**src/rtl/tccw_pkg.sv**
```systemverilog
// shared types and constants for the text console character writer
// no dependencies; imported by every module of the block
`timescale 1ns / 1ps
`default_nettype none

package tccw_pkg;

  // screen geometry
  localparam int COLUMNS    = 80;
  localparam int ROWS       = 25;
  localparam int CELL_COUNT = COLUMNS * ROWS;
  localparam int ADDR_W     = $clog2(CELL_COUNT);
  localparam int COL_W      = $clog2(COLUMNS);
  localparam int ROW_W      = $clog2(ROWS);
  localparam int TAB_STOP   = 8;

  // port field widths
  localparam int OPCODE_W  = 2;
  localparam int CHAR_W    = 8;
  localparam int INDEX_W   = 11;
  localparam int ATTR_W    = 8;
  localparam int OUT_COL_W = 7;
  localparam int OUT_ROW_W = 5;

  // command queue between front and back
  localparam int QDEPTH = 2;
  localparam int QPTR_W = $clog2(QDEPTH);
  localparam int QCNT_W = $clog2(QDEPTH + 1);

  localparam logic [CHAR_W-1:0] BLANK_CHAR = 8'h20;
  localparam logic [ATTR_W-1:0] RESET_ATTR = 8'h07;

  localparam logic [CHAR_W-1:0] CH_BACKSPACE = 8'h08;
  localparam logic [CHAR_W-1:0] CH_TAB       = 8'h09;
  localparam logic [CHAR_W-1:0] CH_NEWLINE   = 8'h0A;
  localparam logic [CHAR_W-1:0] CH_RETURN    = 8'h0D;
  localparam logic [CHAR_W-1:0] CH_DELETE    = 8'h7F;

  localparam logic [OPCODE_W-1:0] OP_PUT   = 2'd0;
  localparam logic [OPCODE_W-1:0] OP_READ  = 2'd1;
  localparam logic [OPCODE_W-1:0] OP_CLEAR = 2'd2;

  typedef enum logic [2:0] {
    CMD_PRINT,
    CMD_NEWLINE,
    CMD_RETURN,
    CMD_BACKSPACE,
    CMD_TAB,
    CMD_READ,
    CMD_CLEAR,
    CMD_NOP
  } cmd_kind_t;

  typedef struct packed {
    cmd_kind_t          kind;
    logic [CHAR_W-1:0]  ch;
    logic [ADDR_W-1:0]  idx;
  } cmd_t;

endpackage

`default_nettype wire

```
**src/rtl/tccw_front.sv**
```systemverilog
// front end: accepts input items, classifies them into commands
// depends on tccw_pkg; feeds tccw_queue
`timescale 1ns / 1ps
`default_nettype none

module tccw_front (
  input  wire                          clk,
  input  wire                          rst_n,
  input  wire                          in_valid,
  output logic                         in_stall,
  input  wire [tccw_pkg::OPCODE_W-1:0] in_opcode,
  input  wire [tccw_pkg::CHAR_W-1:0]   in_char_code,
  input  wire [tccw_pkg::INDEX_W-1:0]  in_cell_index,
  input  wire                          hold,
  output logic                         push,
  output tccw_pkg::cmd_t               push_cmd,
  input  wire                          q_ready
);
  import tccw_pkg::*;

  logic  f_valid_r;
  cmd_t  f_cmd_r;
  cmd_t  cmd_nxt;
  logic  accept;

  always_comb begin
    cmd_nxt.ch   = in_char_code;
    cmd_nxt.idx  = ADDR_W'(in_cell_index);
    cmd_nxt.kind = CMD_NOP;
    unique case (in_opcode)
      OP_PUT: begin
        unique case (in_char_code)
          CH_NEWLINE:             cmd_nxt.kind = CMD_NEWLINE;
          CH_RETURN:              cmd_nxt.kind = CMD_RETURN;
          CH_BACKSPACE, CH_DELETE: cmd_nxt.kind = CMD_BACKSPACE;
          CH_TAB:                 cmd_nxt.kind = CMD_TAB;
          default:                cmd_nxt.kind = CMD_PRINT;
        endcase
      end
      OP_READ: begin
        // out of range reads leave the screen alone and return zeros
        if (int'(in_cell_index) < CELL_COUNT) begin
          cmd_nxt.kind = CMD_READ;
        end else begin
          cmd_nxt.kind = CMD_NOP;
        end
      end
      OP_CLEAR: cmd_nxt.kind = CMD_CLEAR;
      default:  cmd_nxt.kind = CMD_NOP;
    endcase
  end

  assign in_stall = hold || (f_valid_r && !q_ready);
  assign accept   = in_valid && !in_stall;
  assign push     = f_valid_r && q_ready;
  assign push_cmd = f_cmd_r;

  always_ff @(posedge clk) begin
    if (!rst_n) begin
      f_valid_r <= 1'b0;
    end else if (accept) begin
      f_valid_r <= 1'b1;
    end else if (push) begin
      f_valid_r <= 1'b0;
    end
  end

  always_ff @(posedge clk) begin
    if (accept) begin
      f_cmd_r <= cmd_nxt;
    end
  end

endmodule

`default_nettype wire

```
**config.mk**
```make
export PLATFORM = sky130hd
export DESIGN_NAME = tccw_front
export DESIGN_NICKNAME = d
export VERILOG_FILES = /design/src/rtl/tccw_pkg.sv /design/src/rtl/tccw_front.sv
export SDC_FILE = /design/constraint.sdc
export NUM_CORES = 1
export LEC_CHECK = 0
export BUFFER_PORTS_ARGS = -buffer_cell sky130_fd_sc_hd__buf_2
export CORE_MARGIN = 2
export CORE_UTILIZATION = 45
export CTS_CLUSTER_DIAMETER = 150
export DETAILED_ROUTE_END_ITERATION = 8
export PLACE_DENSITY = 0.81
export RECOVER_POWER = 50
export SLEW_MARGIN = 10
export SYNTH_ARGS = -nofsm -noshare
export SYNTH_HDL_FRONTEND = slang
export SYNTH_SLANG_ARGS = --single-unit
```
**constraint.sdc**
```tcl
create_clock -name clk -period 2.6 [get_ports clk]
set_input_delay 0.13 -clock clk [delete_from_list [all_inputs] [get_ports clk]]
set_output_delay 0.13 -clock clk [all_outputs]
set_load 0.02 [all_outputs]
```
After elaboration in Yosys (flattened, before gate mapping)
Cells that the tools add are included.

operators by class
  reductions and logical operators = 9
  muxes and demuxes = 5
  equality and inequality tests = 7
  $lt $le $gt $ge = 1

operators with widths
  kind                  number
  $eq 8x4->1 const B    4
  $pmux 3 s4            1
  $lt 11x11->1 const B  1
  $pmux 3 s3            1
  $eq 8x7->1 const B    1
  $logic_and 1x1->1     3
  $eq 2x1->1 const B    1
  $eq 2x2->1 const B    1
  $logic_not 1->1       2
  $logic_not 2->1       1
  $mux 1                2
  $mux 2                1
  $reduce_bool 2->1     1
  $reduce_or 2->1       1
  $logic_or 1x1->1      1

word-level totals
  word-level logic and storage cells = 26
  register bits after elaboration = 23

Longest topological paths before layout
Gate-level depths: netlist of the first run.

  depth after elaboration = 6
  gate-level depth with buffers = 6
  mapped depth without buffers = 6

Worst setup path after synthesis of the first run
OpenSTA, ideal clock, no wires.

  kind = reg2reg
  start point = register f_valid_r
  end point = register f_cmd_r, in the netlist push_cmd[0] (enable)
  required time = 2219 ps
  arrival = 1117 ps
  buffers on the path = 0
  period minus slack after synthesis = 1499 ps
  setup slack = 1101 ps
  cell stages (with the launch flop) = 4
  library setup time = 381 ps
  path through = dfxtp_1 -> nor2b_1 -> nor2_1 -> and2_1

between the ends
  word-level cells in the longest chain between the ends = 4

RTL lines
  element                 line              RTL
  start, declared         tccw_front.sv:21  logic f_valid_r;
  start signal, assigned  tccw_front.sv:60  f_valid_r <= 1'b0;
  start signal, assigned  tccw_front.sv:62  f_valid_r <= 1'b1;
  start signal, assigned  tccw_front.sv:64  f_valid_r <= 1'b0;
  $logic_and 1x1->1       tccw_front.sv:53  assign in_stall = hold || (f_valid_r && !q_ready);
  $logic_or 1x1->1        tccw_front.sv:53
  $logic_not 1->1         tccw_front.sv:54  assign accept = in_valid && !in_stall;
  $logic_and 1x1->1       tccw_front.sv:54
  via accept              tccw_front.sv:24  logic accept;
  end signal, assigned    tccw_front.sv:70  f_cmd_r <= cmd_nxt;
  end, declared           tccw_front.sv:22  cmd_t f_cmd_r;

The timed path passes the listed nets, and every way through them passes these cells.
A chain may end at the register's enable or synchronous reset.

==> metrics.md, run 1 <==
| Metric | Value |
|---|---|
| Outcome | `finished clean` |
| Synth Area in Simple Gates | `0.1243` |
| Mux cell area share after synthesis | `0` |
| Most frequent cells in the layout | `clkbuf_1, buf_2, edfxtp_1` |
| Skew final | `9.696 ps` |
| R2R Setup Slk | `~1300 ps` |
| FF/Latch Area | `around 680 um^2` |
| Fin crit period | `about 1500 ps` |
| Gate power share | `0.140` |
| Multi-input logic area | `203.9 um^2` |
| First-pass GRT wire length | `around 2600 um` |
| Setup CP Type | `input pin to flip-flop` |
| Syn Inst Count | `54` |
| Std-Cell Rows | `16` |
| Internal | `roughly 520 uW` |
| Post-DR vias/cell | `between 4 and 5` |
| Clock Latency Late Sink | `310 ps` |
| Largest family of logic cells by synthesized area | `simple AND/OR/NAND/NOR gates` |
| Critical Path Start | `in_char_code[3]` |
| Hold Path Stages | `2` |
| CP Max Fanout | `3` |
| Area growth, synth to finish | `44.97%` |
| Relative slew margins | `0.7841` |
| Met3 global-route usage | `0.01852` |
| Clock Sinks | `23` |
| CTS H-tree depth | `1` |
| Initial antenna violation count | `0` |
| PortBufs | `between 40 and 50` |
| CP startpoint kind | `input pin` |
| Clock Path Buffers | `2` |
| Layout Cells excl Fill | `roughly 150` |
| Cell Area, Synth | `roughly 900 um^2` |
| Clock Pin Slew Worst Setup and Hold Paths | `around 120 ps` |
| Global Route Usage Sum | `0.1492` |
| Sw Ratio | `0.2334` |
| Synthesis-stage register bit count | `23` |
| GP Congestion | `0.7563` |
| Fin. Hold Viols | `0` |
| Achievable Freq | `around 0.67 GHz` |
| Worst Min Path Start | `rst_n` |
| Worst reg2reg endpoint | `push_cmd[14]$_DFFE_PP_` |
| Post-synthesis compound-gate area fraction | `0.03771` |
| Seq pwr share | `0.628` |
| Worst reg-to-reg path cell count | `4` |
| Placed cell count | `131` |
| Yosys cell types | `22` |
| PD cells | `525.6 mW/mm^2` |
| Max Cap Viol | `0` |
| Vias in the first global route | `~570` |
| WHS Endpoint | `f_valid_r$_SDFFE_PN0P_` |
| Met1 GRT Util | `0.2089` |
| IO Count | `50` |
| RSZ-0062 raised after global routing | `false` |
| Ys Warns | `0` |
| CTS tree | `done` |
| Largest net degree at the start of global routing | `24` |
| Synth area leader | `edfxtp_1` |
| Die area | `around 0.0024 mm^2` |
| Root Driver | `clkbuf_4` |
| Sw power | `159.4 uW` |
| # resized after CTS | `0` |
| DRT Wirelength | `around 1800 um` |
| Post-CTS Setup Repair Bufs | `0` |
| Critical R2R Launch | `f_valid_r$_SDFFE_PN0P_` |
| Clk pwr share | `0.232` |
| Post-Synth XOR/XNOR Area | `0.009777` |
| Lkg Pwr | `~0.0005 uW` |
| CP required | `2660 ps` |
| WL/cell | `about 12 um` |
| Die width | `roughly 50 um` |
| WP data arrival | `about 1600 ps` |
| Commonest non-fill, non-tap cell in the layout | `clkbuf_1` |
| # hold bufs at CTS | `6` |
| Drt first pass iters | `4` |
| Syn Nets | `84` |
| Fill count | `160` |
| CP Capture Type | `flip-flop` |
| Die height | `slightly below 50 um` |
| Maximum vdd drop | `around 0.27 mV` |
| Post-synth top area share | `0.7374` |
| Adder-Cell Fraction of Synth Area | `0.05587` |
| Nets | `151` |
| Layout cells sized above 1 | `0.2583` |
| Setup TNS after final layout | `0 ps` |
| Starting Density | `0.4661` |
| Grt ovf | `0` |
| Met2 usage | `0.2123` |
| CTS Buf Count | `3` |
| Part of the cycle the worst path needs | `0.5780` |
| Mean Syn Cell Area | `16.59 um^2` |
| Vias | `between 600 and 700` |
| Fin. max-slew vios | `0` |
| Final setup vio count | `0` |
| Top Usage Layer GRT | `met2` |
| Core Area | `a little under 0.002 mm^2` |
| Ant diodes | `0` |
| Initial drt markers | `16` |
| Sequential-to-total area share from yosys stat | `0.7598` |
| Slew of the pin with the lowest slew margin | `around 320 ps` |
| Top cells by area, synth | `edfxtp_1, ha_1, dfxtp_1` |
| Residual DRC | `0` |
| Antenna viol nets, final | `0` |
| Worst hold path type | `input pin to flip-flop` |
[sequential cells by signal (all words and copies together), names as in the netlist]
| name | flops |
|---|---|
| f_valid_r | 1 |
| push_cmd | 22 |
[cell usage after synthesis]
cell type and instances:
edfxtp_1 22, ha_1 4, inv_1 3, nor2_1 3
and2_1 2, nand2_1 2, nand4_1 2, nor3_1 2
a2111oi_0 1, dfxtp_1 1, nand4bb_1 1, nor2b_1 1
nor3_2 1, nor3b_1 1, o211ai_1 1, o21a_1 1
o21ai_0 1, o21ai_1 1, or2b_2 1, or3_1 1
or4_1 1, xor2_1 1
[per-stage QoR]
step                utilization  hold slack, ps  power [uW]  area [um^2]  setup WS (ps)
global placement         0.6152           308.8       520.7         1182           1262
CTS                      0.6608           2.429       681.2         1270           1117
global route             0.6758           34.04       710.4         1299          955.3
finish                   0.6758           25.10       682.7         1299           1097
floorplan                     -           228.9       479.6        895.9           1101
detailed placement       0.6152           308.4       522.4         1182           1201
[critical path, cell delays in order]
cell	delay (ps)
dlygate4sd3_1	540
buf_2	130
or2b_2	180
nor3_1	70
a2111oi_0	370
o21ai_0	140
[routing by layer]
layer / share of wire / up-vias / wire [um]
li1: - / 338 / -
met1: 0.42 / 297 / 739
met2: 0.48 / 35 / 857
met3: 0.074 / 4 / 132
met4: 0.028 / 0 / 49
met5: 0 / - / 0
[power groups by stage]
stage	logic (uW)	clock network (uW)	registers [uW]
4_1_cts	92.7	160	428
2_1_floorplan	21.7	0	458
6_report	95.7	158	429
3_5_place_dp	85.5	0	437
5_1_grt	104	175	431
3_3_place_gp	83.8	0	437
[how the worst max path moves through the flow]
stage	to	slack, ps	depth (start not counted)
4_1_cts	push_cmd[20]$_DFFE_PP_	1120	6
6_report	push_cmd[20]$_DFFE_PP_	1100	6
2_1_floorplan	push_cmd[0]$_DFFE_PP_	1100	3
5_1_grt	push_cmd[20]$_DFFE_PP_	960	6
3_3_place_gp	push_cmd[20]$_DFFE_PP_	1260	7
3_5_place_dp	push_cmd[20]$_DFFE_PP_	1200	7
[kinds of logic (layout without fill, tap and decap cells)]
family,Yosys count,count (layout)
AO/OA/AOI/OAI,5,5
adder cells (fa/ha/maj),4,4
buffers and inverters,3,69
AND/OR/NAND/NOR,18,18
XOR/XNOR,1,1
flip-flops,23,23
[final cells by class]
| class | count | area share |
|---|---|---|
| clock inverters | 1 | 0.003854 |
| inverters | 3 | 0.008670 |
| well taps | 27 | 0.02601 |
| flip-flops and latches | 23 | 0.5241 |
| multi-input cells | 28 | 0.1570 |
| repair buffers | 62 | 0.2630 |
| clock buffers | 3 | 0.01734 |
No activity file was read; power rests on OpenSTA's default activity.
==> inputs of run 2 (changes only) <==
--- a/config.mk
+++ b/config.mk
@@ -7,10 +7,10 @@
 export LEC_CHECK = 0
 export BUFFER_PORTS_ARGS = -buffer_cell sky130_fd_sc_hd__buf_2
 export CORE_MARGIN = 2
-export CORE_UTILIZATION = 45
+export CORE_UTILIZATION = 38
 export CTS_CLUSTER_DIAMETER = 150
 export DETAILED_ROUTE_END_ITERATION = 8
-export PLACE_DENSITY = 0.81
+export PLACE_DENSITY = 0.73
 export RECOVER_POWER = 50
 export SLEW_MARGIN = 10
 export SYNTH_ARGS = -nofsm -noshare
==> constraint.sdc (replaced) <==
create_clock -name clk -period 1.2 [get_ports clk]
set_input_delay 0.06 -clock clk [delete_from_list [all_inputs] [get_ports clk]]
set_output_delay 0.06 -clock clk [all_outputs]
set_load 0.02 [all_outputs]
==> run 2 against run 1 <==
Compared with the run above: cell count increased by 7.5%; global-route usage decreased by 0.78 points; clock power increased by 120%; die area increased by 17%; utilization decreased by 3.9 points; largest power group unchanged.
==> metrics.md, run 2 (synthesized netlist as in run 1, its figures left out) <==
| Metric | Value |
|---|---|
| Initial antenna violation count | `0` |
| Final setup vio count | `0` |
| PortBufs | `between 40 and 50` |
| Root Driver | `clkbuf_4` |
| CP Max Fanout | `3` |
| Slowest stage delay, CP | `330 ps` |
| Worst hold path type | `input pin to flip-flop` |
| Antenna viol nets, final | `0` |
| Pre-CTS WS | `-143.6 ps` |
| Grt ovf | `0` |
| Global Route Usage Sum | `0.1414` |
| Post-CTS Setup Repair Bufs | `0` |
| Skew final | `between 0.7 and 0.8 ps` |
| DRT Wirelength | `1966 um` |
| CP required | `1140 ps` |
| Commonest non-fill, non-tap cell in the layout | `clkbuf_1` |
| WP buf/inv | `2` |
| WL/cell | `roughly 12 um` |
| Largest net degree at the start of global routing | `13` |
| Part of the cycle the worst path needs | `0.9568` |
| Max Cap Viol | `0` |
| WL met2 | `slightly below 1000 um` |
| PnR worst setup slack | `51.80 ps` |
| Placement Cell Area | `~0.0012 mm^2` |
| Vias | `between 700 and 800` |
| Nets | `approximately 160` |
| Maximum vdd drop | `0.5215 mV` |
| Initial drt markers | `15` |
| Clock Pin Slew Worst Setup and Hold Paths | `between 100 and 150 ps` |
| Residual DRC | `0` |
| Smallest hold slack | `approximately 110 ps` |
| CTS Buf Count | `3` |
| Slew of the pin with the lowest slew margin | `~360 ps` |
| Die area | `~0.0028 mm^2` |
| Cells along the critical path | `nor2b_4, nor2_2, inv_1, buf_6` |
| Outcome | `finished clean` |
| CP Depth | `4` |
| IO Count | `50` |
| WP data arrival | `roughly 1100 ps` |
| Clock Sinks | `23` |
| Setup CP Type | `flip-flop to output pin` |
| Die width | `52.56 um` |
| CTS tree | `done` |
| Fill count | `183` |
| Utilization after layout | `0.6363` |
| Fin. Hold Viols | `0` |
| Starting Density | `0.4050` |
| Top Layer Used | `met4` |
| Core Area | `~0.0022 mm^2` |
| Std-Cell Rows | `17` |
| Area growth, synth to finish | `57.12%` |
| CP Capture Type | `output pin` |
| Hold Path Stages | `3` |
| First-pass GRT wire length | `2808 um` |
| CP startpoint kind | `flip-flop` |
| PD cells | `1077 mW/mm^2` |
| Die height | `52.56 um` |
| Drt first pass iters | `4` |
| Post-DR vias/cell | `4.525` |
| Relative slew margins | `0.7515` |
| Wire length on met3 | `159 um` |
| Most frequent cells in the layout | `clkbuf_1, buf_2, edfxtp_1` |
| CTS H-tree depth | `1` |
| DPL Wire Length | `between 1000 and 1500 um` |
| Layout cells sized above 1 | `0.2538` |
| Max reg flops | `22` |
| Achievable Freq | `slightly below 0.9 GHz` |
| Fin crit period | `~1100 ps` |
| Delay-heaviest family, CP | `flip-flops` |
| GP Congestion | `0.6847` |
| Met1 wire length | `~800 um` |
| Vias in the first global route | `around 680` |
| Final instance area | `around 0.0014 mm^2` |
| Clock Path Buffers | `2` |
| Lkg Pwr | `0.0005436 uW` |
| Clock Latency Late Sink | `~300 ps` |
| Ant diodes | `0` |
| Worst reg-to-reg path cell count | `3` |
| Fin. max-slew vios | `0` |
| CP max-delay cell | `dfxtp_1` |
[run 2: through the flow]
stage / std cells / TNS, ps / power (uW)
detailed placement: 133 / -1081 / 1142
global placement: 133 / -54.61 / 1133
CTS: 158 / -78.56 / 1519
global route: 158 / -0.2450 / 1574
floorplan: 54 / 0 / 1040
finish: 158 / 0 / 1515
[run 2: report_power, final]
group	total [uW]	switching, uW	leakage [uW]	internal, uW
clock	343	214	0.0000150	129
combinational	243	128	0.000315	115
sequential	930	8.38	0.000214	921
total	1520	350	0.000544	1170
[run 2: final timing paths]
check                    startpoint                endpoint  slack [ps]
max reg2reg  f_valid_r$_SDFFE_PN0P_  push_cmd[19]$_DFFE_PP_          50
min                         q_ready  f_valid_r$_SDFFE_PN0P_         110
min reg2reg  f_valid_r$_SDFFE_PN0P_  f_valid_r$_SDFFE_PN0P_         630
max          f_valid_r$_SDFFE_PN0P_                in_stall          50
[run 2: worst min-delay path, stage by stage]
cell and delay, ps:
buf_2 110, nor2b_4 40, o21a_1 170
[run 2: layer usage]
| metal | up-vias | global-route usage |
|---|---|---|
| li1 | 360 | - |
| met3 | 2 | 0.01714 |
| met5 | - | 0 |
| met4 | 0 | 0.06410 |
| met1 | 320 | 0.1495 |
| met2 | 33 | 0.2729 |
[run 2: what timing repair did]
item,in CTS,in global routing
cloned,1,0
hold buffers,20,0
setup endpoints to repair,22,23
gates resized for setup,1,5
pin swaps,1,1
endpoints found under the hold margin,20,0
[run 2: final cells by class]
class | instances | area (um^2) | share of cell area
repair buffers | 71 | 434.2 | 0.3084
multi-input cells | 29 | 220.2 | 0.1564
well taps | 28 | 35.03 | 0.02489
clock buffers | 4 | 26.28 | 0.01867
inverters | 3 | 11.26 | 0.008000
flip-flops and latches | 23 | 680.7 | 0.4836
