### config.mk
export PLATFORM = sky130hd
export DESIGN_NAME = tccw_queue
export DESIGN_NICKNAME = d
export VERILOG_FILES = /design/src/rtl/tccw_pkg.sv /design/src/rtl/tccw_queue.sv
export SDC_FILE = /design/constraint.sdc
export NUM_CORES = 1
export LEC_CHECK = 0
export BUFFER_PORTS_ARGS = -buffer_cell sky130_fd_sc_hd__buf_2
export CAP_MARGIN = 10
export CELL_PAD_IN_SITES_DETAIL_PLACEMENT = 2
export CELL_PAD_IN_SITES_GLOBAL_PLACEMENT = 2
export CORE_AREA = 2 2 73 75
export CTS_BUF_LIST = sky130_fd_sc_hd__clkbuf_4
export CTS_CLUSTER_SIZE = 12
export DETAILED_ROUTE_END_ITERATION = 16
export DIE_AREA = 0 0 75 77
export PLACE_DENSITY_LB_ADDON = 0.1
export SLEW_MARGIN = 10
export SYNTH_ARGS = -nofsm -noshare
export SYNTH_HDL_FRONTEND = slang
export SYNTH_SLANG_ARGS = --single-unit
### constraint.sdc
create_clock -name clk -period 1.85 [get_ports clk]
set_clock_uncertainty 0.15 [all_clocks]
set_input_delay 0 -clock clk [delete_from_list [all_inputs] [get_ports clk]]
set_output_delay 0 -clock clk [all_outputs]
set_load 0.05 [all_outputs]
### src/rtl/tccw_pkg.sv
// shared types and constants for the text console character writer
// no dependencies; imported by every module of the block
`timescale 1ns / 1ps
`default_nettype none

package tccw_pkg;

  // screen geometry
  localparam int COLUMNS    = 80;
  localparam int ROWS       = 25;
  localparam int CELL_COUNT = COLUMNS * ROWS;
  localparam int ADDR_W     = $clog2(CELL_COUNT);
  localparam int COL_W      = $clog2(COLUMNS);
  localparam int ROW_W      = $clog2(ROWS);
  localparam int TAB_STOP   = 8;

  // port field widths
  localparam int OPCODE_W  = 2;
  localparam int CHAR_W    = 8;
  localparam int INDEX_W   = 11;
  localparam int ATTR_W    = 8;
  localparam int OUT_COL_W = 7;
  localparam int OUT_ROW_W = 5;

  // command queue between front and back
  localparam int QDEPTH = 2;
  localparam int QPTR_W = $clog2(QDEPTH);
  localparam int QCNT_W = $clog2(QDEPTH + 1);

  localparam logic [CHAR_W-1:0] BLANK_CHAR = 8'h20;
  localparam logic [ATTR_W-1:0] RESET_ATTR = 8'h07;

  localparam logic [CHAR_W-1:0] CH_BACKSPACE = 8'h08;
  localparam logic [CHAR_W-1:0] CH_TAB       = 8'h09;
  localparam logic [CHAR_W-1:0] CH_NEWLINE   = 8'h0A;
  localparam logic [CHAR_W-1:0] CH_RETURN    = 8'h0D;
  localparam logic [CHAR_W-1:0] CH_DELETE    = 8'h7F;

  localparam logic [OPCODE_W-1:0] OP_PUT   = 2'd0;
  localparam logic [OPCODE_W-1:0] OP_READ  = 2'd1;
  localparam logic [OPCODE_W-1:0] OP_CLEAR = 2'd2;

  typedef enum logic [2:0] {
    CMD_PRINT,
    CMD_NEWLINE,
    CMD_RETURN,
    CMD_BACKSPACE,
    CMD_TAB,
    CMD_READ,
    CMD_CLEAR,
    CMD_NOP
  } cmd_kind_t;

  typedef struct packed {
    cmd_kind_t          kind;
    logic [CHAR_W-1:0]  ch;
    logic [ADDR_W-1:0]  idx;
  } cmd_t;

endpackage

`default_nettype wire

### src/rtl/tccw_queue.sv
// short command queue between the front and back ends
// depends on tccw_pkg
`timescale 1ns / 1ps
`default_nettype none

module tccw_queue (
  input  wire                 clk,
  input  wire                 rst_n,
  input  wire                 push,
  input  wire tccw_pkg::cmd_t push_cmd,
  output logic                q_ready,
  output logic                q_valid,
  output tccw_pkg::cmd_t      q_cmd,
  input  wire                 pop
);
  import tccw_pkg::*;

  cmd_t              entries_r [QDEPTH];
  logic [QPTR_W-1:0] wr_ptr_r;
  logic [QPTR_W-1:0] rd_ptr_r;
  logic [QCNT_W-1:0] cnt_r;
  logic              do_push;
  logic              do_pop;

  assign q_ready = cnt_r != QCNT_W'(QDEPTH);
  assign q_valid = cnt_r != '0;
  assign q_cmd   = entries_r[rd_ptr_r];
  assign do_push = push && q_ready;
  assign do_pop  = pop && q_valid;

  always_ff @(posedge clk) begin
    if (!rst_n) begin
      wr_ptr_r <= '0;
      rd_ptr_r <= '0;
      cnt_r    <= '0;
    end else begin
      if (do_push) begin
        wr_ptr_r <= (wr_ptr_r == QPTR_W'(QDEPTH - 1)) ? '0 : wr_ptr_r + QPTR_W'(1);
      end
      if (do_pop) begin
        rd_ptr_r <= (rd_ptr_r == QPTR_W'(QDEPTH - 1)) ? '0 : rd_ptr_r + QPTR_W'(1);
      end
      if (do_push && !do_pop) begin
        cnt_r <= cnt_r + QCNT_W'(1);
      end else if (do_pop && !do_push) begin
        cnt_r <= cnt_r - QCNT_W'(1);
      end
    end
  end

  always_ff @(posedge clk) begin
    if (do_push) begin
      entries_r[wr_ptr_r] <= push_cmd;
    end
  end

endmodule

`default_nettype wire

# [Word-level counts from Yosys, hierarchy flattened]
# Memories as Yosys holds them, arrays and structs flattened. A register that Yosys moved wholly into a read port is not among the register bits.
# Index checks and enable logic that the tools add are counted.
[totals] inputBits=26 mem_count=1 ramBits=44 elab_cells=25 ff_bits=4
[classes] n_addsub=4 n_reduce_logical=8 eq_ne=1 n_mux=8
[mem_list] memory="entries_r" depth=2 word_bits=22 rd=1 rd_clocked_by_memory_dff=1 wr=1 line="tccw_queue.sv:18" source="cmd_t entries_r [QDEPTH];"
[ops] op="1-bit 2-to-1 mux" count=6
[ops] op="1-bit logical AND" count=4
[ops] op="2-bit 2-to-1 mux" count=2
[ops] op="2-bit nonzero test" count=2
[ops] op="1-bit adder, second input constant" count=2
[ops] op="2-bit by 1-bit adder with 2-bit output, second input constant" count=1
[ops] op="1-bit zero test" count=2
[ops] op="2-bit != test, second input constant" count=1
[ops] op="2-bit by 1-bit subtractor with 2-bit output, second input constant" count=1

# [Longest topological paths before layout]
# Gate-level depths: netlist of the first run.
[depth] word_depth=6 mapped_depth=6 depth_no_buf=6

# [Worst setup path before layout of the first run]
# OpenSTA, ideal clock, no wires.
[synth_path] path_kind="flip-flop to flip-flop" startpoint="register cnt_r[0]" endpoint="memory entries_r[1][0] in the netlist's numbering (enable)" arrival_ns=1.288 path_buffers=0 slack_ns=0.031 stages_incl_launch_ff=3 synth_period_minus_slack_ns=1.819 path_cell_list="dfxtp_1 -> nand2b_4 -> and3_1"
[synth_between] elab_chain_cells=4
[synth_rtl] item="start, declared" line="tccw_queue.sv:21" source="logic [QCNT_W-1:0] cnt_r;"
[synth_rtl] item="start signal, assigned" line="tccw_queue.sv:44" source="cnt_r <= cnt_r + QCNT_W'(1);"
[synth_rtl] item="start signal, assigned" line="tccw_queue.sv:46" source="cnt_r <= cnt_r - QCNT_W'(1);"
[synth_rtl] item="2-bit != test" line="tccw_queue.sv:25" source="assign q_ready = cnt_r != QCNT_W'(QDEPTH);"
[synth_rtl] item="via q_ready" line="tccw_queue.sv:11" source="output logic q_ready,"
[synth_rtl] item="1-bit logical AND" line="tccw_queue.sv:28" source="assign do_push = push && q_ready;"
[synth_rtl] item="1-bit 2-to-1 mux" line="tccw_queue.sv:52" source="if (do_push) begin"
[synth_rtl] item="1-bit 2-to-1 mux (implied by the code)" line="tccw_queue.sv:53" source="entries_r[wr_ptr_r] <= push_cmd;"
[synth_rtl] item="end, declared" line="tccw_queue.sv:18"
# The timed path passes the listed nets, and every way through them passes these cells.

# [Worst setup path in the final report of the first run]
[layout_path] startpoint="register cnt_r[0]" endpoint="register cnt_r[1]"
[layout_between] elab_chain_cells=5 word_cells_on_any_way=13 classes_between="add/sub: 2; eq/ne: 1; mux: 2; reduce/logical: 8"
[layout_rtl] item="2-bit != test (*)" line="tccw_queue.sv:25"
[layout_rtl] item="1-bit logical AND (*)" line="tccw_queue.sv:28"
[layout_rtl] item="via do_push" line="tccw_queue.sv:22" source="logic do_push;"
[layout_rtl] item="1-bit zero test" line="tccw_queue.sv:45" source="end else if (do_pop && !do_push) begin"
[layout_rtl] item="1-bit logical AND" line="tccw_queue.sv:45"
[layout_rtl] item="2-bit nonzero test (no source line)"
# Mark *: on every way through the listed nets, which the timed path passes. The rest lies on a longest branch. The select of a mux whose other input is x is not followed.
# A chain may end at the register's enable or synchronous reset.

==> impl_metrics.ini, run 1 <==
[yosys]
synth_edf_count = 44
synth_top_cell_area_share = 0.725
yosys.area.top_type = edfxtp_1
synth_area_leaders = edfxtp_1 (73%), mux2_2 (14%), dfxtp_1 (5.5%)
synth_nets = 119
async_reset_ff_frac = 0
syn-instance-count = 92
syn_area_sq_um = 1820
netlist_top_cells_count = edfxtp_1 (44), mux2_2 (22), dfxtp_1 (5)
synth_ff_type = edfxtp_1
ys_ff_latch = 49
yosysWarningCount = 0
yosysMostFrequentCell = edfxtp_1
synth_cell_types = 19
synth-seq-area-share = 0.780
syn_area_per_cell_sq_um = 19.8

[setup_path]
crit_path_max_incr_delay_ps = 370
crit_buf_inv = 0
required_ps = 1990
r2r_cells = 5
path_delay_family = simple AND/OR/NAND/NOR gates
cp_max_fo = 5
start_kind = flip-flop
critPathLaunch = cnt_r[0]$_SDFFE_PN0P_
slowest_stage = dfxtp_2
critPathCaptureType = flip-flop
cp_cell_sequence = nand2b_4 -> and2_1 -> ha_1 -> or3_1 -> a21boi_1
path_depth = 5
crit_type = reg2reg
cp.arrival_ps = 1890
timing.rr.start = cnt_r[0]$_SDFFE_PN0P_

[timing]
maxSlewHeadroom = 0.825
finalSetupViolCount = 0
drv_slew = 0
rsz0062_at_grt = no
fin_setup_tns_ps = 0
fin_crit_sh = 0.947
period_minus_slack_ps = 1750
tightest_slew_ps = 265
max_freq_mhz = 571
hold_viol_final = 0

[worst_hold_path]
worstHoldPathCells = 2
hp-class = in2reg
hold_start = push_cmd[17]

[layout]
syn2layout_area_growth_pct = 37.4
num_antenna_cells = 0
fill_cells = 477
nets = 203
drive_gt1_frac = 0.503
final_core_util = 0.503

[placed_design]
io_buffers = 49
dp_hpwl_microns = 2450
gp_congestion = 0.657

[run_status]
status = complete, no violations

[drt]
routed_wl_microns = 3670
drc = 0
wire_per_inst_microns = 14.8
wl_met1_microns = 1340
wl_met3_microns = 196
top_layer = met4
firstDrtPassIters = 4
drt-initial-drc-count = 22
vias = 1100
routed_via_density = 4.45
drtAntennaViolNets = 0
met2_length_microns = 2070

[power]
peakVddDrop_uv = 763
power-per-cell-area_nw_per_um2 = 1340
p_leak_nw = 0.955

[clock_network]
cts.sinks = 49
cts_tree = yes
clockRootBuffer = clkbuf_4
ctsHtreeMaxLevel = 2
clkTransAtPathRegs_ps = 130
clockBufferDepth = 2
insertion_delay_ps = 350
numCtsBuffers = 5

[grt]
track_usage = 0.142
grt_pass1_wl_microns = 5930
grt_max_degree = 23
grt_pass1_vias = 1238
grt-ovfl-total = 0
grt_antenna_before_repair = 0

[die]
core_sq_um = 4980
dieArea_sq_um = 5780
rows = 26
dieWidth_microns = 75
chipHeight_microns = 77
ios = 50
start_util = 0.366

[run]
max-cap-violations = 0
-- registers in the layout, indices dropped and copies added, names as in the netlist, named ones only --
signal,count
entries_r,44
rd_ptr_r,1
wr_ptr_r,1
cnt_r,2
-- cells in the final DEF, fill, tap and decap left out, types with 2 or more instances in the layout --
cell type,netlist,layout
and2_1,4,4
dfxtp_2,0,2
clkbuf_4,0,5
edfxtp_1,44,44
buf_2,2,49
dfxtp_1,5,3
mux2_2,22,22
dlygate4sd3_1,0,25
clkinv_2,0,2
xnor2_1,2,2
buf_4,0,4
-- cells by family (layout without fill, tap and decap cells) --
logic type | count (synthesis) | after routing | share of synthesized area
simple gates | 9 | 9 | 0.0357
xor+xnor | 3 | 3 | 0.0144
buf+inv | 3 | 88 | 0.00755
compound gates | 5 | 5 | 0.0192
mux | 22 | 22 | 0.136
fa+ha+maj | 1 | 1 | 0.00687
flops | 49 | 49 | 0.780
-- routing by layer --
layer	GRT usage	vias to the layer above
li1	-	523
met1	0.148	536
met2	0.255	35
met3	0.0473	6
met4	0.0536	0
met5	0	-
-- final timing paths --
path / to / slack, ps
worst min register to register: cnt_r[1]$_SDFFE_PN0P_ / 430
worst max-delay path: cnt_r[1]$_SDFFE_PN0P_ / 100
worst min-delay path: entries_r[1][17]$_DFFE_PP_ / 210
worst max register to register: cnt_r[1]$_SDFFE_PN0P_ / 100
-- final cells by class --
| class | count | area [sq um] | share of cell area |
|---|---|---|---|
| Sequential cell | 49 | 1420 | 0.569 |
| Timing Repair Buffer | 79 | 546 | 0.218 |
| Multi-Input combinational cell | 40 | 387 | 0.155 |
| Tap cell | 70 | 87.6 | 0.0350 |
| Clock buffer | 5 | 37.5 | 0.0150 |
| Clock inverter | 3 | 17.5 | 0.00700 |
| Inverter | 1 | 3.75 | 0.00150 |
-- report_power, final --
part           internal [mW]  total (mW)  switching [mW]
Clock                  0.144       0.469           0.325
Sequential              1.39        1.45          0.0615
Combinational          0.470        1.43           0.955
Total                   2.00        3.35            1.34
-- through the flow --
step	instance area (sq um)	hold WS, ps	std cells	power [mW]	setup slack [ps]
final	2500	208	247	3.35	98.6
after CTS	2500	180	247	3.40	52.2
after detailed placement	2190	42.1	214	2.88	85.7
after floorplan	1820	-51.1	92	2.53	31.0
after global routing	2500	187	247	3.52	17.5
after global placement	2190	37.9	214	2.83	192
-- worst register-to-register path, delay by kind of cell, from the launching register on --
| family | cells | cell delay, ps |
|---|---|---|
| AOI/OAI and AO/OA | 1 | 160 |
| adders and majority gates | 1 | 330 |
| DFF | 1 | 370 |
| and+or+nand+nor | 3 | 680 |
-- timing repair --
| action | 4_1_cts | 5_1_grt |
|---|---|---|
| hold endpoints to repair | 49 | 0 |
| buffers inserted | 0 | 0 |
| endpoints found under the setup margin | 0 | 1 |
| gates resized for setup | 0 | 2 |
| hold buffers | 25 | 0 |
No activity file was read; power rests on OpenSTA's default activity.
==> run 2, diff against run 1 <==
--- a/config.mk
+++ b/config.mk
@@ -5,16 +5,18 @@
 export SDC_FILE = /design/constraint.sdc
 export NUM_CORES = 1
 export LEC_CHECK = 0
+export ABC_AREA = 1
 export BUFFER_PORTS_ARGS = -buffer_cell sky130_fd_sc_hd__buf_2
 export CAP_MARGIN = 10
 export CELL_PAD_IN_SITES_DETAIL_PLACEMENT = 2
 export CELL_PAD_IN_SITES_GLOBAL_PLACEMENT = 2
-export CORE_AREA = 2 2 73 75
+export CORE_AREA = 2 2 74 76
 export CTS_BUF_LIST = sky130_fd_sc_hd__clkbuf_4
 export CTS_CLUSTER_SIZE = 12
 export DETAILED_ROUTE_END_ITERATION = 16
-export DIE_AREA = 0 0 75 77
+export DIE_AREA = 0 0 76 78
 export PLACE_DENSITY_LB_ADDON = 0.1
+export REMOVE_ABC_BUFFERS = 1
 export SLEW_MARGIN = 10
 export SYNTH_ARGS = -nofsm -noshare
 export SYNTH_HDL_FRONTEND = slang
==> impl_metrics.ini, run 2 <==
[yosys]
synthAdderAreaFrac = 0.00682
synth_edf_count = 44
netlist_top_cells_count = edfxtp_1 (44), mux2_2 (22), nand2_1 (8), nor2_1 (8), inv_1 (7)
synth_compound_area_frac = 0.0123
synth_ff_type = edfxtp_1
async_reset_ff_frac = 0
yosysMostFrequentCell = edfxtp_1
yosys.area_share.simple = 0.0423
yosys.area.top_type = edfxtp_1
synth_top_cell_area_share = 0.720
synth-seq-area-share = 0.775
ys_ff_latch = 49
synth_top_family_by_area = multiplexers
synth_area_leaders = edfxtp_1 (72%), mux2_2 (14%), dfxtp_1 (5.5%)
synth_cell_types = 15
muxShareOfSynthArea = 0.135
syn_area_per_cell_sq_um = 17.5
yosysWarningCount = 0
synth-xor-area-share = 0
syn-instance-count = 105
syn_area_sq_um = 1830

[grt]
grt_max_degree = 17
grt-ovfl-total = 0
grt_pass1_vias = 1372
grt_pass1_wl_microns = 6930
track_usage = 0.155
grt_antenna_before_repair = 0

[clock_network]
cts-hold-fix-buffers = 25
clockBufferDepth = 2
clkTransAtPathRegs_ps = 140
insertion_delay_ps = 350
numCtsBuffers = 5
ctsHtreeMaxLevel = 2
ctsResizeCount = 0
post_cts_buffers = 0
cts.sinks = 49
cts_tree = yes
clockRootBuffer = clkbuf_4

[placed_design]
dp_hpwl_microns = 2870
gp_congestion = 0.646
io_buffers = 49
dp_slack_ps = 157

[power]
netSwitchingFraction = 0.378
peakVddDrop_uv = 561
p_seq_frac = 0.409
switching_power_mw = 1.35
p_clk_frac = 0.208
p_leak_nw = 1.00
power.internal_mw = 2.22
power-per-cell-area_nw_per_um2 = 1400
power.share.combinational = 0.383

[drt]
drc = 0
routed_wl_microns = 4050
firstDrtPassIters = 4
vias = 1167
drtAntennaViolNets = 0
wire_per_inst_microns = 15.5
drt-initial-drc-count = 23
routed_via_density = 4.47

[timing]
tightest_slew_ps = 274
max_freq_mhz = 596
maxSlewHeadroom = 0.819
fin_crit_sh = 0.907
rsz0062_at_grt = no
hold_viol_final = 0
layout_setup_ws_ps = 172
period_minus_slack_ps = 1680
finalSetupViolCount = 0
drv_slew = 0

[run_status]
status = complete, no violations

[layout]
layout_common_cells = buf_2 (49), edfxtp_1 (44), dlygate4sd3_1 (25), mux2_2 (22), nand2_1 (8)
nets = 217
largest_register_ffs = 44
largest_register = entries_r
final_common_cell = buf_2
drive_gt1_frac = 0.466
num_antenna_cells = 0
final_core_util = 0.505
syn2layout_area_growth_pct = 38.9
largest_registers = entries_r: 44 flops, cnt_r: 2 flops
fill_cells = 500

[die]
chipHeight_microns = 78
rows = 26
start_util = 0.364
core_sq_um = 5040
dieArea_sq_um = 5930
ios = 50
dieWidth_microns = 76

[setup_path]
critPathCaptureType = flip-flop
slowest_stage = dfxtp_1
critPathLaunch = cnt_r[0]$_SDFFE_PN0P_
required_ps = 2000
crit_buf_inv = 4
cpMostUsedCell = inv_1
start_kind = flip-flop
timing.rr.start = cnt_r[0]$_SDFFE_PN0P_
crit_type = reg2reg
path_delay_family = simple AND/OR/NAND/NOR gates
cp.arrival_ps = 1830
crit_path_max_incr_delay_ps = 360
cp_cell_sequence = inv_2 -> nand2_2 -> nand2_1 -> inv_1 -> ha_1 -> inv_1 -> nand3_1 -> nand2_1 -> inv_1 -> nor2_1
cp_max_fo = 5

[worst_hold_path]
hp-class = in2reg
hold_start = push_cmd[6]

[run]
max-cap-violations = 0
run 2: layer usage:
layer  wire, microns  track usage
met1            1600        0.167
met2            2250        0.294
met3             146       0.0372
met4              53       0.0600
met5               0            0
run 2: worst paths after layout:
check                                                  to  slack [ps]  cells after the start
worst max-delay path                cnt_r[1]$_SDFFE_PN0P_         170                     10
worst max register to register      cnt_r[1]$_SDFFE_PN0P_         170                     10
worst min register to register      wr_ptr_r$_SDFFE_PN0P_         420                      2
worst min-delay path            entries_r[0][6]$_DFFE_PP_         210                      2
run 2: cell type report:
cell class                      count  area (sq um)  share of cell area
Sequential cell                    49          1420               0.558
Timing Repair Buffer               80           541               0.212
Multi-Input combinational cell     46           365               0.143
Tap cell                           70          87.6              0.0344
Clock inverter                      3          65.1              0.0255
Clock buffer                        5          37.5              0.0147
Inverter                            8          30.0              0.0118
run 2: worst register-to-register path: cells and delay by family, from the launching register on:
family                   cells  cell delay [ps]
AND/OR/NAND/NOR              5              450
flip-flops                   1              360
buffers and inverters        4              340
adder cells (fa/ha/maj)      1              340
run 2: logic make-up (layout without fill, tap and decap cells):
kind of cell	Yosys count	after routing
DFF	49	49
AOI/OAI and AO/OA	4	4
adders and majority gates	1	1
muxes	22	22
buffers and inverters	10	96
and+or+nand+nor	19	19
run 2: metrics by stage:
stage / hold WS [ps] / instances / TNS, ps / cell area (sq um) / total power [mW]
final: 213 / 261 / 0 / 2550 / 3.57
after detailed placement: 41.2 / 228 / 0 / 2190 / 2.83
after CTS: 184 / 261 / 0 / 2550 / 3.62
after floorplan: -51.1 / 103 / -19020 / 1810 / 2.46
after global routing: 191 / 261 / 0 / 2550 / 3.76
after global placement: 38.0 / 228 / 0 / 2190 / 2.75
run 2: power groups by stage:
stage / combinational (mW) / clock [mW] / sequential (mW)
global route: 1.46 / 0.815 / 1.48
global placement: 1.28 / 0 / 1.47
finish: 1.37 / 0.742 / 1.46
detailed placement: 1.35 / 0 / 1.49
CTS: 1.39 / 0.768 / 1.46
floorplan: 0.954 / 0 / 1.50
